$ cat src/rtl/core/efr_pkg.sv
// Shared constants for the escaped frame receiver: default store size, framing
// bytes, checksum target and result status codes. No dependencies.
`default_nettype none

package efr_pkg;

    localparam int unsigned STORE_BYTES_DEFAULT = 64;

    localparam logic [7:0] START_BYTE = 8'h7E;
    localparam logic [7:0] ESC_BYTE   = 8'h7D;
    localparam logic [7:0] ESC_XOR    = 8'h20;
    localparam logic [7:0] SUM_GOOD   = 8'hFF;

    typedef logic [1:0] status_t;

    localparam status_t STATUS_DATA     = 2'd0;
    localparam status_t STATUS_CHECKSUM = 2'd1;
    localparam status_t STATUS_OVERSIZE = 2'd2;

endpackage

`default_nettype wire

$ cat src/rtl/core/escaped_frame_receiver_top.sv
// Escaped frame receiver: deframes, unescapes and checksums serial bytes.
// Depends on efr_pkg for framing constants and status codes.
`default_nettype none

// Input stalls while the output is stalled. A 0x7E byte starts a frame, 0x7D
// escapes the next byte (XOR 0x20), two length bytes follow (high byte first),
// then the data bytes and a checksum byte. Data bytes go into a frame store
// of STORE_BYTES entries. When the checksum byte arrives and the running sum
// is 0xFF, the data bytes are read back out of the store through its single,
// registered read port; a new read is issued only when no earlier read is
// pending and the output register is free, and no input is taken during
// that readout. A bad checksum, or a length above STORE_BYTES - 4, gives a
// single error transfer with tlast set.
module escaped_frame_receiver_top
    import efr_pkg::*;
#(
    parameter int unsigned STORE_BYTES = STORE_BYTES_DEFAULT
)
(
    input  wire logic       clk,
    input  wire logic       rst_n,
    input  wire logic       s_axis_tvalid,
    output logic            s_axis_tready,
    input  wire logic [7:0] s_axis_tdata,   // [7:0] rx_byte
    output logic            m_axis_tvalid,
    input  wire logic       m_axis_tready,
    output logic [7:0]      m_axis_tdata,   // [7:0] data_byte
    output logic            m_axis_tlast,   // last_byte
    output logic [1:0]      m_axis_tuser    // [1:0] status
);

    localparam int unsigned AW  = $clog2(STORE_BYTES);
    localparam int unsigned WPW = $clog2(STORE_BYTES + 1);
    localparam int unsigned LW  = $clog2(STORE_BYTES - 3);
    localparam logic [15:0] LEN_MAX = 16'(STORE_BYTES - 4);

    localparam logic ST_RX    = 1'b0;
    localparam logic ST_DRAIN = 1'b1;

    logic [7:0]     mem [STORE_BYTES];
    logic [7:0]     rdata_reg;

    logic           state_reg, state_next;
    logic [WPW-1:0] wp_reg, wp_next;
    logic           esc_reg, esc_next;
    logic [7:0]     len_hi_reg, len_hi_next;
    logic [LW-1:0]  len_reg, len_next;
    logic [7:0]     sum_reg, sum_next;
    logic [AW-1:0]  rd_addr_reg, rd_addr_next;
    logic           pend_reg, pend_next;
    logic           pend_last_reg, pend_last_next;

    logic           out_valid_reg, out_valid_next;
    logic [7:0]     out_data_reg, out_data_next;
    logic           out_last_reg, out_last_next;
    status_t        out_status_reg, out_status_next;

    logic           out_free;
    logic           in_fire;
    logic [7:0]     b;
    logic [15:0]    len16;
    logic           mem_we;
    logic           rd_issue;
    logic           rd_last;

    assign out_free      = !out_valid_reg || m_axis_tready;
    assign s_axis_tready = (state_reg == ST_RX) && out_free && !pend_reg;
    assign in_fire       = s_axis_tvalid && s_axis_tready;
    assign b             = esc_reg ? (s_axis_tdata ^ ESC_XOR) : s_axis_tdata;
    assign len16         = {len_hi_reg, b};
    assign rd_issue      = (state_reg == ST_DRAIN) && !pend_reg && out_free;
    assign rd_last       = rd_addr_reg == (AW'(len_reg) + AW'(2));

    assign m_axis_tvalid = out_valid_reg;
    assign m_axis_tdata  = out_data_reg;
    assign m_axis_tlast  = out_last_reg;
    assign m_axis_tuser  = out_status_reg;

    always_comb
    begin
        state_next      = state_reg;
        wp_next         = wp_reg;
        esc_next        = esc_reg;
        len_hi_next     = len_hi_reg;
        len_next        = len_reg;
        sum_next        = sum_reg;
        rd_addr_next    = rd_addr_reg;
        pend_next       = 1'b0;
        pend_last_next  = pend_last_reg;
        out_valid_next  = out_valid_reg && !m_axis_tready;
        out_data_next   = out_data_reg;
        out_last_next   = out_last_reg;
        out_status_next = out_status_reg;
        mem_we          = 1'b0;

        if (in_fire) begin
            priority if (s_axis_tdata == START_BYTE)
            begin
                wp_next  = WPW'(1);
                esc_next = 1'b0;
            end
            else if (wp_reg == '0)
            begin
                // Outside a frame: ignored.
            end
            else if (s_axis_tdata == ESC_BYTE)
            begin
                esc_next = 1'b1;
            end
            else if (wp_reg == WPW'(1))
            begin
                esc_next    = 1'b0;
                len_hi_next = b;
                wp_next     = WPW'(2);
            end
            else if (wp_reg == WPW'(2))
            begin
                esc_next = 1'b0;
                sum_next = '0;
                if (len16 > LEN_MAX)
                begin
                    out_valid_next  = 1'b1;
                    out_data_next   = '0;
                    out_last_next   = 1'b1;
                    out_status_next = STATUS_OVERSIZE;
                    wp_next         = '0;
                end
                else
                begin
                    len_next = LW'(len16);
                    wp_next  = WPW'(3);
                end
            end
            else if (wp_reg == (WPW'(len_reg) + WPW'(3)))
            begin
                // Checksum byte closes the frame.
                esc_next = 1'b0;
                wp_next  = '0;
                if (8'(sum_reg + b) != SUM_GOOD)
                begin
                    out_valid_next  = 1'b1;
                    out_data_next   = '0;
                    out_last_next   = 1'b1;
                    out_status_next = STATUS_CHECKSUM;
                end
                else if (len_reg != '0)
                begin
                    state_next   = ST_DRAIN;
                    rd_addr_next = AW'(3);
                end
            end
            else
            begin
                esc_next = 1'b0;
                mem_we   = 1'b1;
                sum_next = 8'(sum_reg + b);
                wp_next  = WPW'(wp_reg + WPW'(1));
            end
        end

        if (rd_issue) begin
            pend_next      = 1'b1;
            pend_last_next = rd_last;
            rd_addr_next   = AW'(rd_addr_reg + AW'(1));
            if (rd_last)
            begin
                state_next = ST_RX;
            end
        end

        // The read issued last cycle lands in a free output register.
        if (pend_reg) begin
            out_valid_next  = 1'b1;
            out_data_next   = rdata_reg;
            out_last_next   = pend_last_reg;
            out_status_next = STATUS_DATA;
        end
    end

    always_ff @(posedge clk)
    begin
        if (mem_we)
        begin
            mem[wp_reg[AW-1:0]] <= b;
        end
    end

    always_ff @(posedge clk)
    begin
        if (rd_issue)
        begin
            rdata_reg <= mem[rd_addr_reg];
        end
    end

    always_ff @(posedge clk)
    begin
        len_hi_reg     <= len_hi_next;
        len_reg        <= len_next;
        sum_reg        <= sum_next;
        rd_addr_reg    <= rd_addr_next;
        pend_last_reg  <= pend_last_next;
        out_data_reg   <= out_data_next;
        out_last_reg   <= out_last_next;
        out_status_reg <= out_status_next;
    end

    always_ff @(posedge clk or negedge rst_n)
    begin
        if (!rst_n)
        begin
            state_reg     <= ST_RX;
            wp_reg        <= '0;
            esc_reg       <= 1'b0;
            pend_reg      <= 1'b0;
            out_valid_reg <= 1'b0;
        end
        else
        begin
            state_reg     <= state_next;
            wp_reg        <= wp_next;
            esc_reg       <= esc_next;
            pend_reg      <= pend_next;
            out_valid_reg <= out_valid_next;
        end
    end

endmodule

`default_nettype wire

$ cat config.mk
export PLATFORM = sky130hd
export DESIGN_NAME = escaped_frame_receiver_top
export DESIGN_NICKNAME = d
export VERILOG_FILES = /design/src/rtl/core/efr_pkg.sv /design/src/rtl/core/escaped_frame_receiver_top.sv
export SDC_FILE = /design/constraint.sdc
export NUM_CORES = 1
export LEC_CHECK = 0
export BUFFER_PORTS_ARGS = -buffer_cell sky130_fd_sc_hd__buf_2
export CORE_MARGIN = 2
export CORE_UTILIZATION = 40
export CTS_CLUSTER_SIZE = 40
export DETAILED_ROUTE_END_ITERATION = 10
export HOLD_SLACK_MARGIN = 0.03
export PLACE_DENSITY = 0.58
export RECOVER_POWER = 50
export SLEW_MARGIN = 20
export SYNTH_ARGS = -nofsm -noshare
export SYNTH_HDL_FRONTEND = slang
export SYNTH_SLANG_ARGS = --single-unit
$ cat constraint.sdc
create_clock -name clk -period 5.5 [get_ports clk]
set_input_delay 0.275 -clock clk [delete_from_list [all_inputs] [get_ports clk]]
set_output_delay 0.275 -clock clk [all_outputs]
set_load 0.02 [all_outputs]
==> impl_metrics.yaml <==
synthesis:
  syn-cell-area_sq_um: 23020
  ys.flop_type: "edfxtp_1"
  syn_nets: 1153
  synth_top_area_cell: "edfxtp_1"
  synth_seq_area_share_pct: 74.16
  synthDistinctLibCells: 71
  synth_top_area_share_pct: 72.79
  synth_commonest_cells: "edfxtp_1, mux4_2, nor2_1"
  synth_seq_cells: 571
  yosys.area_share.simple_pct: 4.555
  ys_warn_count: 0
  synthArstFlopShare_pct: 1.926
  synthMostInstantiatedCell: "edfxtp_1"
  synth_compound_gate_area_share_pct: 2.169
  synth_top_family_by_area: "multiplexers"
  yosys-top-cells-area: "edfxtp_1, mux4_2, nor2_1"
  synthAdderAreaFrac_pct: 0.9022
  synth_xor_area_share_pct: 0.8316
  synthCells: 1125
  synth_mux_area_share_pct: 15.91
  syn_area_per_cell_sq_um: 20.46
  synth_edf_count: 558
power_and_ir_drop:
  powerDensity_nw_per_um2: 386.0
  seqPwrFrac_pct: 50.6
  ir_drop_mv: 0.2578
  power.internal_w: 0.007636
  power_frac_clock_pct: 39.6
  combPwrFrac_pct: 9.9
  switchingPower_w: 0.002371
  switching_share_pct: 23.70
  leakagePower_nw: 7.833
critical_path:
  crit_start: "pend_reg$_DFF_PN0_"
  crit_chain: "nor4b_1 -> nand3_1 -> nor2_2 -> nand4_1 -> buf_4 -> nor2_1"
  cp-start-kind: "register"
  arrival_ns: 4.06
  critPathSlowestCell: "nor4b_1"
  r2r_end: "mem[27][4]$_DFFE_PP_"
  path_class: "register to register"
  crit_buf_inv: 1
  r2r_start: "pend_reg$_DFF_PN0_"
  crit_path_end: "mem[27][4]$_DFFE_PP_"
  cp.required_ns: 5.74
  critPathMaxStageDelay_ns: 0.77
  crit_fanout: 16
  reg2regPathDepth: 6
  rrSetupSlack_ns: 1.67
  cp.depth: 6
  cp_top_family: "simple AND/OR/NAND/NOR gates"
  cp-end-kind: "register"
sta:
  rsz0062_at_grt: "no"
  finClkSkew_ns: 0.02063
  period_minus_slack_ns: 3.826
  setup_viol: 0
  tightest_slew_ns: 3.358
  final_max_slew_viol_count: 424
  relSlewSlack_pct: -123.9
  fin_crit_sh_pct: 69.57
  hold_viol_final: 0
  fin_tns_setup_ns: 0
  fmax_mhz: 261.3
cts:
  numCtsBuffers: 57
  clk_pin_slew_ns: 0.06
  cts_root_buffer: "clkbuf_16"
  postCtsHoldBufs: 1
  cts_tree: "built"
  cts_resized: 0
  clock_sinks: 571
  clock_path_buffers: 3
  cts_setup_buffers: 0
  clk_latency_ns: 0.61
  cts-htree-levels: 2
final_layout:
  largest_reg_flops: 512
  syn2layout_area_growth_pct: 12.61
  fin_cells: 1985
  final_util_pct: 45.80
  layout-drive-gt1-share_pct: 22.88
  nNetsFinal: 1210
route:
  dr.pass1.iters: 5
  drt-vias-per-instance: 5.688
  vias: 11290
  ant_nets: 0
  first_iter_violations: 1112
  wl_per_cell_microns: 27.43
  drc: 0
  totalWireLength_microns: 54440
floorplanning:
  num_rows: 87
  start_util_pct: 40.67
  die_x_microns: 243.9
  die_area_sq_um: 59490
  die_h_microns: 243.9
  io_pins: 25
  fp.coreArea_sq_um: 56600
global_routing:
  grt_overflow: 0
  grt_pass1_vias: 11220
  grt_max_degree: 83
  grt_usage_pct: 18.70
  grt_pass1_wl_microns: 80240
  antenna_found_initial: 2
placement:
  dpl.hpwl_microns: 33610
  portBuffers: 24
  placed_cells: 1878
  gp_congestion: 0.8070
hold_path:
  holdCritPathClass: "input port to register"
outcome:
  status: "finished with violations"
  violations: "capacitance limit, slew limit"
flow_run:
  drv_cap: 9
[worst min-delay path by stage]
stage | from | endpoint | slack, ns | cells after the start
final | m_axis_tready | m_axis_tvalid$_DFF_PN0_ | 0.19 | 3
after detailed placement | rst_n | m_axis_tvalid$_DFF_PN0_ | 0.20 | 1
after global routing | m_axis_tready | m_axis_tvalid$_DFF_PN0_ | 0.19 | 3
after floorplan | rst_n | esc_reg$_DFFE_PN0P_ | -0.02 | 0
after CTS | rst_n | esc_reg$_DFFE_PN0P_ | 0.1 | 2
after global placement | rst_n | m_axis_tvalid$_DFF_PN0_ | 0.19 | 1
[cell type report]
class	instances	area (sq um)
flip-flops and latches	571	17070
clock inverters	31	357.8
multi-input cells	481	5610
repair buffers	56	339.1
inverters	15	56.30
fillers	4771	30680
diodes	1	2.502
clock buffers	74	1541
well taps	756	945.9
[logic make-up (layout without fill, tap and decap cells)]
logic type | count (synthesis) | after routing
multiplexers | 166 | 166
flip-flops | 571 | 571
XOR/XNOR | 21 | 21
buffers and inverters | 73 | 176
AO/OA/AOI/OAI | 68 | 68
adder cells (fa/ha/maj) | 16 | 16
AND/OR/NAND/NOR | 210 | 210
other | 0 | 1
[worst register-to-register path, stage by stage (launching register included)]
cell and delay [ns]:
dfrtp_1 0.52, nor4b_1 0.77, nand3_1 0.30, nor2_2 0.41
nand4_1 0.51, buf_4 0.35, nor2_1 0.61
[cell usage in the layout (no fill, tap or decap), types with 7 or more instances in the layout]
| cell | n |
|---|---|
| clkinv_1 | 14 |
| nor2_2 | 10 |
| a211oi_1 | 7 |
| nand3_1 | 21 |
| xor2_1 | 10 |
| a21oi_1 | 7 |
| dfrtp_1 | 11 |
| clkbuf_16 | 58 |
| nor2_1 | 87 |
| inv_1 | 14 |
| mux4_2 | 160 |
| clkbuf_1 | 46 |
| ha_1 | 15 |
| bufinv_16 | 8 |
| xnor2_1 | 10 |
| nand2_1 | 26 |
| edfxtp_1 | 558 |
| buf_4 | 14 |
| o211ai_1 | 8 |
[routing by layer]
layer | up-vias | track usage (%) | wire (microns)
met2 | 420 | 27.68 | 24540
met4 | 2 | 4.663 | 1246
met1 | 6030 | 28.14 | 24530
met3 | 77 | 4.219 | 4117
met5 | - | 0 | 13
li1 | 4761 | - | -
[per-stage QoR]
step	instance area (sq um)	total power [W]	setup WS, ns	hold slack [ns]
2_1_floorplan	23020	0.005754	1.170	-0.02059
6_report	25920	0.01001	1.674	0.1852
3_3_place_gp	24110	0.006130	1.780	0.1895
4_1_cts	26020	0.01008	1.672	0.09662
3_5_place_dp	24110	0.006139	1.680	0.1964
5_1_grt	25920	0.01036	1.420	0.1900
[power by group through the flow]
stage / logic [W] / registers (W) / clock network [W]
detailed placement: 0.000994 / 0.00514 / 0
CTS: 0.00100 / 0.00505 / 0.00403
finish: 0.000988 / 0.00506 / 0.00396
floorplan: 0.000629 / 0.00513 / 0
global placement: 0.000989 / 0.00514 / 0
global route: 0.00108 / 0.00508 / 0.00420
Power figures use the tool's default switching activity.
